--- config.mk ---
export PLATFORM = sky130hd
export DESIGN_NAME = utf16_utf32_to_utf8_flat
export DESIGN_NICKNAME = d
export VERILOG_FILES = /design/src/u2u8_pkg.sv /design/src/u2u8_if.sv /design/src/u2u8_front.sv /design/src/u2u8_queue.sv /design/src/u2u8_back.sv /design/src/utf16_utf32_to_utf8.sv /design/src/flat_wrapper.sv
export SDC_FILE = /design/constraint.sdc
export NUM_CORES = 1
export LEC_CHECK = 0
export BUFFER_PORTS_ARGS = -buffer_cell sky130_fd_sc_hd__buf_2
export CAP_MARGIN = 20
export CORE_MARGIN = 8
export CORE_UTILIZATION = 55
export CTS_CLUSTER_DIAMETER = 60
export DETAILED_ROUTE_END_ITERATION = 12
export PLACE_DENSITY_LB_ADDON = 0.3
export SYNTH_ARGS = -nofsm -noshare
export SYNTH_HDL_FRONTEND = slang
export SYNTH_SLANG_ARGS = --single-unit
--- constraint.sdc ---
create_clock -name clk -period 2.85 [get_ports clk]
set_input_delay 0.7125 -clock clk [delete_from_list [all_inputs] [get_ports clk]]
set_output_delay 0.7125 -clock clk [all_outputs]
set_load 0.01 [all_outputs]
--- src/u2u8_pkg.sv ---
`timescale 1ns / 1ps
`default_nettype none
// Shared types, constants and UTF-8 byte encoding for the UTF-16/32 to UTF-8 transcoder.
package u2u8_pkg;

	typedef enum logic [1:0] {
		FMT_U16LE = 2'd0,
		FMT_U16BE = 2'd1,
		FMT_U32LE = 2'd2,
		FMT_U32BE = 2'd3
	} fmt_t;

	typedef enum logic [1:0] {
		LEN_1 = 2'd0,
		LEN_2 = 2'd1,
		LEN_3 = 2'd2,
		LEN_4 = 2'd3
	} len_t;

	localparam logic [31:0] CP_MAX  = 32'h0010_FFFF;
	localparam logic [20:0] CP_REPL = 21'h00_FFFD;
	localparam logic [31:0] LIM_1   = 32'h0000_007F;
	localparam logic [31:0] LIM_2   = 32'h0000_07FF;
	localparam logic [31:0] LIM_3   = 32'h0000_FFFF;

	localparam int Q_DEPTH = 2;
	localparam int QPW     = (Q_DEPTH > 1) ? $clog2(Q_DEPTH) : 1;
	localparam int QCW     = $clog2(Q_DEPTH + 1);

	typedef struct packed {
		logic [20:0] cp;
		len_t        len;
	} unit_t;

	function automatic logic [7:0] utf8_byte(input logic [20:0] cp, input len_t len,
			input logic [1:0] idx);
		logic [7:0] b;
		b = 8'h00;
		case (len)
			LEN_1: b = {1'b0, cp[6:0]};
			LEN_2: begin
				case (idx)
					2'd0:    b = {3'b110, cp[10:6]};
					default: b = {2'b10, cp[5:0]};
				endcase
			end
			LEN_3: begin
				case (idx)
					2'd0:    b = {4'b1110, cp[15:12]};
					2'd1:    b = {2'b10, cp[11:6]};
					default: b = {2'b10, cp[5:0]};
				endcase
			end
			default: begin
				case (idx)
					2'd0:    b = {5'b11110, cp[20:18]};
					2'd1:    b = {2'b10, cp[17:12]};
					2'd2:    b = {2'b10, cp[11:6]};
					default: b = {2'b10, cp[5:0]};
				endcase
			end
		endcase
		return b;
	endfunction

endpackage
`default_nettype wire

--- src/u2u8_if.sv ---
`timescale 1ns / 1ps
`default_nettype none
// Valid/ready channel interfaces for source bytes, UTF-8 bytes and the format register.
interface u2u8_in_if;
	logic       valid;
	logic       ready;
	logic [7:0] in_byte;
	logic       stream_start;
	modport source(output valid, output in_byte, output stream_start, input ready);
	modport sink(input valid, input in_byte, input stream_start, output ready);
endinterface

interface u2u8_out_if;
	logic       valid;
	logic       ready;
	logic [7:0] out_byte;
	logic       out_last;
	modport source(output valid, output out_byte, output out_last, input ready);
	modport sink(input valid, input out_byte, input out_last, output ready);
endinterface

interface u2u8_cfg_if;
	logic       valid;
	logic       ready;
	logic [1:0] source_format;
	modport source(output valid, output source_format, input ready);
	modport sink(input valid, input source_format, output ready);
endinterface
`default_nettype wire

--- src/u2u8_front.sv ---
`timescale 1ns / 1ps
`default_nettype none
// Front end: byte assembly into code units, range clamp and UTF-8 length classification.
module u2u8_front
	import u2u8_pkg::*;
(
	input  wire logic clk,
	input  wire logic arst_n,
	u2u8_in_if.sink   in_ch,
	u2u8_cfg_if.sink  cfg,
	input  wire logic q_full,
	output logic      push,
	output unit_t     push_unit
);

	fmt_t        fmt_q;
	logic [31:0] acc_q;
	logic [1:0]  pos_q;

	logic [31:0] acc_base;
	logic [1:0]  pos_base;
	logic [31:0] acc_nx;
	logic        complete;
	logic        accept;

	assign cfg.ready   = 1'b1;
	assign in_ch.ready = !q_full;
	assign accept      = in_ch.valid && in_ch.ready;

	always_comb begin
		acc_base = in_ch.stream_start ? 32'd0 : acc_q;
		pos_base = in_ch.stream_start ? 2'd0 : pos_q;
		if (fmt_q[0]) begin
			acc_nx = {acc_base[23:0], in_ch.in_byte};
		end else begin
			acc_nx = acc_base | ({24'd0, in_ch.in_byte} << {pos_base, 3'b000});
		end
		complete = fmt_q[1] ? (pos_base == 2'd3) : (pos_base == 2'd1);
		push = accept && complete;
		if (acc_nx > CP_MAX) begin
			push_unit.cp  = CP_REPL;
			push_unit.len = LEN_3;
		end else begin
			push_unit.cp = acc_nx[20:0];
			if (acc_nx <= LIM_1) begin
				push_unit.len = LEN_1;
			end else if (acc_nx <= LIM_2) begin
				push_unit.len = LEN_2;
			end else if (acc_nx <= LIM_3) begin
				push_unit.len = LEN_3;
			end else begin
				push_unit.len = LEN_4;
			end
		end
	end

	always_ff @(posedge clk or negedge arst_n) begin
		if (!arst_n) begin
			fmt_q <= FMT_U16LE;
			acc_q <= 32'd0;
			pos_q <= 2'd0;
		end else if (cfg.valid && cfg.ready) begin
			fmt_q <= fmt_t'(cfg.source_format);
			acc_q <= 32'd0;
			pos_q <= 2'd0;
		end else if (accept) begin
			if (complete) begin
				acc_q <= 32'd0;
				pos_q <= 2'd0;
			end else begin
				acc_q <= acc_nx;
				pos_q <= pos_base + 2'd1;
			end
		end
	end

endmodule
`default_nettype wire

--- src/u2u8_queue.sv ---
`timescale 1ns / 1ps
`default_nettype none
// Short unit queue between the front end and the UTF-8 byte emitter.
module u2u8_queue
	import u2u8_pkg::*;
(
	input  wire logic  clk,
	input  wire logic  arst_n,
	input  wire logic  push,
	input  wire unit_t push_unit,
	input  wire logic  pop,
	output logic       full,
	output logic       head_valid,
	output unit_t      head
);

	unit_t            mem_q [Q_DEPTH];
	logic [QPW-1:0]   wr_ptr_q;
	logic [QPW-1:0]   rd_ptr_q;
	logic [QCW-1:0]   count_q;

	function automatic logic [QPW-1:0] ptr_inc(input logic [QPW-1:0] p);
		return (p == QPW'(Q_DEPTH - 1)) ? '0 : p + QPW'(1);
	endfunction

	assign full       = (count_q == QCW'(Q_DEPTH));
	assign head_valid = (count_q != '0);
	assign head       = mem_q[rd_ptr_q];

	always_ff @(posedge clk) begin
		if (push) begin
			mem_q[wr_ptr_q] <= push_unit;
		end
	end

	always_ff @(posedge clk or negedge arst_n) begin
		if (!arst_n) begin
			wr_ptr_q <= '0;
			rd_ptr_q <= '0;
			count_q  <= '0;
		end else begin
			if (push) begin
				wr_ptr_q <= ptr_inc(wr_ptr_q);
			end
			if (pop) begin
				rd_ptr_q <= ptr_inc(rd_ptr_q);
			end
			case ({push, pop})
				2'b10:   count_q <= count_q + QCW'(1);
				2'b01:   count_q <= count_q - QCW'(1);
				default: count_q <= count_q;
			endcase
		end
	end

`ifndef SYNTHESIS
	a_no_overflow: assert property (@(posedge clk) disable iff (!arst_n)
		full |-> !push) else $error("unit queue overflow");
	a_no_underflow: assert property (@(posedge clk) disable iff (!arst_n)
		pop |-> head_valid) else $error("unit queue underflow");
`endif

endmodule
`default_nettype wire

--- src/u2u8_back.sv ---
`timescale 1ns / 1ps
`default_nettype none
// Back end: emits the UTF-8 bytes of each queued unit through an output register.
module u2u8_back
	import u2u8_pkg::*;
(
	input  wire logic  clk,
	input  wire logic  arst_n,
	input  wire logic  head_valid,
	input  wire unit_t head,
	output logic       pop,
	u2u8_out_if.source out_ch
);

	logic       out_valid_q;
	logic [7:0] out_byte_q;
	logic       out_last_q;
	logic [1:0] idx_q;
	logic       advance;
	logic       last_byte;

	assign advance   = !out_valid_q || out_ch.ready;
	assign last_byte = (idx_q == 2'(head.len));
	assign pop       = advance && head_valid && last_byte;

	assign out_ch.valid    = out_valid_q;
	assign out_ch.out_byte = out_byte_q;
	assign out_ch.out_last = out_last_q;

	always_ff @(posedge clk) begin
		if (advance && head_valid) begin
			out_byte_q <= utf8_byte(head.cp, head.len, idx_q);
			out_last_q <= last_byte;
		end
	end

	always_ff @(posedge clk or negedge arst_n) begin
		if (!arst_n) begin
			out_valid_q <= 1'b0;
			idx_q       <= 2'd0;
		end else if (advance) begin
			out_valid_q <= head_valid;
			if (head_valid) begin
				idx_q <= last_byte ? 2'd0 : idx_q + 2'd1;
			end
		end
	end

`ifndef SYNTHESIS
	a_idx_in_unit: assert property (@(posedge clk) disable iff (!arst_n)
		head_valid |-> idx_q <= 2'(head.len)) else $error("byte index past unit length");
	a_idx_needs_unit: assert property (@(posedge clk) disable iff (!arst_n)
		idx_q != 2'd0 |-> head_valid) else $error("unit left queue mid-sequence");
`endif

endmodule
`default_nettype wire

--- src/utf16_utf32_to_utf8.sv ---
`timescale 1ns / 1ps
`default_nettype none
// Top level of the UTF-16/UTF-32 to UTF-8 transcoder.
// Source bytes are taken one per cycle while the two-unit queue has room; every
// second (UTF-16) or fourth (UTF-32) byte completes a code unit, which is clamped
// to U+FFFD above U+10FFFF and queued. The emitter sends one UTF-8 byte per cycle
// while the output is ready, 1 to 4 bytes per unit; that emitter sets the sustained
// rate. Surrogates are encoded individually. A format write clears any partial unit.
module utf16_utf32_to_utf8
	import u2u8_pkg::*;
(
	input  wire logic clk,
	input  wire logic arst_n,
	u2u8_in_if.sink   in_ch,
	u2u8_out_if.source out_ch,
	u2u8_cfg_if.sink  cfg
);

	logic  q_full;
	logic  push;
	unit_t push_unit;
	logic  pop;
	logic  head_valid;
	unit_t head;

	u2u8_front u_front (
		.clk       (clk),
		.arst_n    (arst_n),
		.in_ch     (in_ch),
		.cfg       (cfg),
		.q_full    (q_full),
		.push      (push),
		.push_unit (push_unit)
	);

	u2u8_queue u_queue (
		.clk        (clk),
		.arst_n     (arst_n),
		.push       (push),
		.push_unit  (push_unit),
		.pop        (pop),
		.full       (q_full),
		.head_valid (head_valid),
		.head       (head)
	);

	u2u8_back u_back (
		.clk        (clk),
		.arst_n     (arst_n),
		.head_valid (head_valid),
		.head       (head),
		.pop        (pop),
		.out_ch     (out_ch)
	);

endmodule
`default_nettype wire
--- src/flat_wrapper.sv ---
// flat-port wrapper written by rule: the top's interface ports become plain ports
module utf16_utf32_to_utf8_flat import u2u8_pkg::*;
  (clk, arst_n, in_ch_valid, in_ch_in_byte, in_ch_stream_start, in_ch_ready, out_ch_valid, out_ch_out_byte, out_ch_out_last, out_ch_ready, cfg_valid, cfg_source_format, cfg_ready);
  u2u8_in_if in_ch_i ();
  u2u8_out_if out_ch_i ();
  u2u8_cfg_if cfg_i ();
  input  wire logic clk;
  input  wire logic arst_n;
  input wire logic [$bits(in_ch_i.valid)-1:0] in_ch_valid;
  input wire logic [$bits(in_ch_i.in_byte)-1:0] in_ch_in_byte;
  input wire logic [$bits(in_ch_i.stream_start)-1:0] in_ch_stream_start;
  output wire logic [$bits(in_ch_i.ready)-1:0] in_ch_ready;
  output wire logic [$bits(out_ch_i.valid)-1:0] out_ch_valid;
  output wire logic [$bits(out_ch_i.out_byte)-1:0] out_ch_out_byte;
  output wire logic [$bits(out_ch_i.out_last)-1:0] out_ch_out_last;
  input wire logic [$bits(out_ch_i.ready)-1:0] out_ch_ready;
  input wire logic [$bits(cfg_i.valid)-1:0] cfg_valid;
  input wire logic [$bits(cfg_i.source_format)-1:0] cfg_source_format;
  output wire logic [$bits(cfg_i.ready)-1:0] cfg_ready;
  assign in_ch_i.valid = in_ch_valid;
  assign in_ch_i.in_byte = in_ch_in_byte;
  assign in_ch_i.stream_start = in_ch_stream_start;
  assign in_ch_ready = in_ch_i.ready;
  assign out_ch_valid = out_ch_i.valid;
  assign out_ch_out_byte = out_ch_i.out_byte;
  assign out_ch_out_last = out_ch_i.out_last;
  assign out_ch_i.ready = out_ch_ready;
  assign cfg_i.valid = cfg_valid;
  assign cfg_i.source_format = cfg_source_format;
  assign cfg_ready = cfg_i.ready;
  utf16_utf32_to_utf8 u_core (.clk(clk), .arst_n(arst_n), .in_ch(in_ch_i), .out_ch(out_ch_i), .cfg(cfg_i));
endmodule
==> results.json <==
{
  "worst_r2r_start": "u_core.u_front.pos_q[1]",
  "area.growth.synth_to_final_pct": 7.82,
  "synth-warning-count": 0,
  "cts_post_setup_buffers_inserted": 0,
  "chipHeight_um": 114,
  "clockBufferDepth": 2,
  "leakage_nw": 2.18,
  "place_ws_ns": 0.345,
  "placementRows": 35,
  "vias": 3773,
  "count_of_antenna_diodes_in_the_layout": 0,
  "min_path_type": "input port to async pin",
  "unrepaired_setup_endpoints_after_global_routing": "false",
  "gp_congestion": 0.935,
  "clock_transition_time_at_the_flip_flop_clock_pins_of_the_worst_setup_and_hold_paths_ns": 0.10,
  "ant_nets": 0,
  "wl_cell_um": 19.4,
  "critical_path.startpoint_type": "flip-flop",
  "fin_worst_hold_slack_ns": 0.309,
  "ctsResizeCount": 0,
  "finalCriticalPeriod_ns": 2.52,
  "end_of_the_worst_register_to_register_path": "u_core.u_queue.mem_q[1][0]",
  "synth.ff_latch_count": 98,
  "fmaxAchievable_ghz": 0.397,
  "mean_instance_size_in_the_synthesized_netlist_um2": 11.9,
  "place.detailed.instances": 582,
  "netlist_top_cells_area": "edfxtp_1 31%, dfrtp_1 21%, a22o_1 5.5%",
  "timing.slew.headroom": 0.423,
  "yosysSeqAreaShare": 0.520,
  "dieWidth_um": 114,
  "post_synth_num_cell_types": 67,
  "setup_viol_count_final": 0,
  "first_pass_iters": 6,
  "slew_violations": 0,
  "grtUsageTotal": 0.187,
  "worstMarginPinSlew_ns": 0.865,
  "synth_largest_type_area_fraction": 0.315,
  "worst_skew_pair_latency_ns": 0.37,
  "drive_above_1_share": 0.235,
  "utilization": 0.612,
  "synthesis.area_um2": 5250,
  "cts_hold_buf": 0,
  "grt_start_max_net_pins": 24,
  "floorplan.io_pins": 28,
  "stdcell_count": 598,
  "fin_nets": 485,
  "critPathLaunch": "u_core.u_front.pos_q[1]",
  "netlist_instances": 439,
  "worstPathMaxFanout": 22,
  "synth-edff-count": 55,
  "placeableCoreArea_um2": 9240,
  "run_status": "finished clean",
  "cts_made_buffers": 9,
  "hpwl_um": 8270,
  "asr_flop_ratio_synth": 0.439,
  "drt_iter0_drc": 267,
  "drt-vias-per-instance": 6.31,
  "netlist.top_cell.by_area": "edfxtp_1",
  "p_per_area_nw_per_um2": 773,
  "ir_worst_vdd_uv": 344,
  "remaining_drc_errors": 0,
  "ys.flop_type": "edfxtp_1",
  "cp-end-kind": "flip-flop",
  "die-area_um2": 12900,
  "cts_root_buffer": "clkbuf_8",
  "worst_r2r_path_depth": 5,
  "port-buffer-count": 26,
  "crit_end": "u_core.u_queue.mem_q[1][0]",
  "synthesis.nets": 460,
  "postLayoutSetupSlackWorst_ns": 0.332,
  "final_min_period_over_clock_period": 0.884,
  "grt_remaining_overflow": 0,
  "report.power.total_mw": 4.37,
  "worstPathRequired_ns": 2.94,
  "hold_fails_final_rpt": 0,
  "routed_wl_um": 11600,
  "worst-endpoint-arrival_ns": 2.61,
  "antenna_violations_before_repair": 0,
  "initial_core_utilization": 0.568,
  "register_to_register_setup_slack_ns": 0.33,
  "first_pass_grt_wire_length_um": 19200,
  "timing.max_cap.violations": 0,
  "grt_pass1_vias": 3735,
  "number_of_clock_sinks": 98,
  "fin_worst_skew_ns": 0.00697,
  "h-tree-depth": 3,
  "tritoncts": "yes",
  "timing_worst_setup_path_type": "flip-flop to flip-flop"
}
## cell type report
type / count / area (um2)
timing repair buffer: 44 / 265
tap: 129 / 161
multi-input combinational: 301 / 2280
clock buffer: 9 / 124
clock inverter: 7 / 60.1
sequential: 98 / 2730
fill: 740 / 3580
inverter: 10 / 37.5
## cell families after synthesis
group,Yosys count,share of synthesized area
compound gates,128,0.203
mux,31,0.0654
flops,98,0.520
fa+ha+maj,5,0.0119
xor+xnor,9,0.0150
buf+inv,40,0.0470
simple gates,127,0.136
other cells,1,0.000715
## metrics by stage
stage,setup TNS [ns],cell area [um2]
4_1_cts,0,5660
3_5_place_dp,0,5470
2_1_floorplan,-2.95,5250
3_3_place_gp,0,5470
5_1_grt,0,5660
6_report,0,5660
## state kept, by name, summed over array words and instances, names as in the netlist
register	cells
u_core.u_queue.count_q	2
u_core.u_queue.wr_ptr_q	1
u_core.u_queue.mem_q	46
u_core.u_front.fmt_q	2
u_core.u_back.out_ch.out_last	1
u_core.u_back.out_ch.out_byte	8
u_core.u_back.idx_q	2
u_core.u_back.out_ch.valid	1
u_core.u_front.pos_q	2
u_core.u_queue.rd_ptr_q	1
u_core.u_front.acc_q	32
## critical path, stage by stage (launching register included)
cell and delay [ns]:
dfrtp_1 0.92, nor2b_1 0.32, a211oi_1 0.32, nor3_1 0.11, o41ai_1 0.44, a221oi_2 0.13
## cells in the final DEF, fill, tap and decap left out, drive strengths merged, types with 11 or more instances in the layout
cell type,count
a211oi,18
a21oi,11
a22o,34
buf,44
dfrtp,43
edfxtp,55
inv,14
mux2,23
nand2,26
nor2,38
nor2b,16
o21ai,12
## Yosys cell counts, types with 3 or more instances
cell type and count:
inv_1 10, dfrtp_1 43, a31oi_1 4, buf_4 5
xnor2_1 5, mux2_2 23, a21oi_1 11, a211oi_1 17
edfxtp_1 55, a211o_1 4, nand3b_1 9, nand2b_1 5
a311oi_2 4, nor3_1 8, buf_6 9, nor2_1 37
and2_1 3, mux2i_1 7, a22oi_1 6, o22ai_1 4
clkbuf_1 8, nor4_4 3, a222oi_1 3, nand2_1 26
nand3_1 4, o21ai_0 10, a22o_1 33, buf_2 8
nor2b_1 16, xor2_1 4, ha_1 5, and2b_2 3
a221oi_1 9
## power by group
part           switching, mW  internal, mW  total (mW)
sequential             0.165          1.73        1.90
combinational          0.911         0.701        1.61
clock                  0.527         0.334       0.861
total                   1.60          2.77        4.37
## how the worst min path moves through the flow
| stage | slack (ns) | endpoint | cells past startpoint | from |
|---|---|---|---|---|
| 2_1_floorplan | 0.42 | u_core.u_back.idx_q[0] | 0 | arst_n |
| 3_5_place_dp | 0.48 | u_core.u_back.out_ch.valid | 2 | u_core.u_back.out_ch.valid |
| 3_3_place_gp | 0.47 | u_core.u_back.out_ch.valid | 2 | u_core.u_back.out_ch.valid |
| 6_report | 0.31 | u_core.u_back.idx_q[0] | 1 | arst_n |
| 5_1_grt | 0.32 | u_core.u_back.idx_q[0] | 1 | arst_n |
| 4_1_cts | 0.31 | u_core.u_back.idx_q[0] | 1 | arst_n |
## per-layer routing
layer	track usage	up-vias	wire length (um)
met1	0.239	1867	5140
met5	0	-	0
met3	0.0423	17	717
met4	0.0604	0	204
li1	-	1738	-
met2	0.307	151	5550
Note: power is estimated with default switching activity, not from simulation.
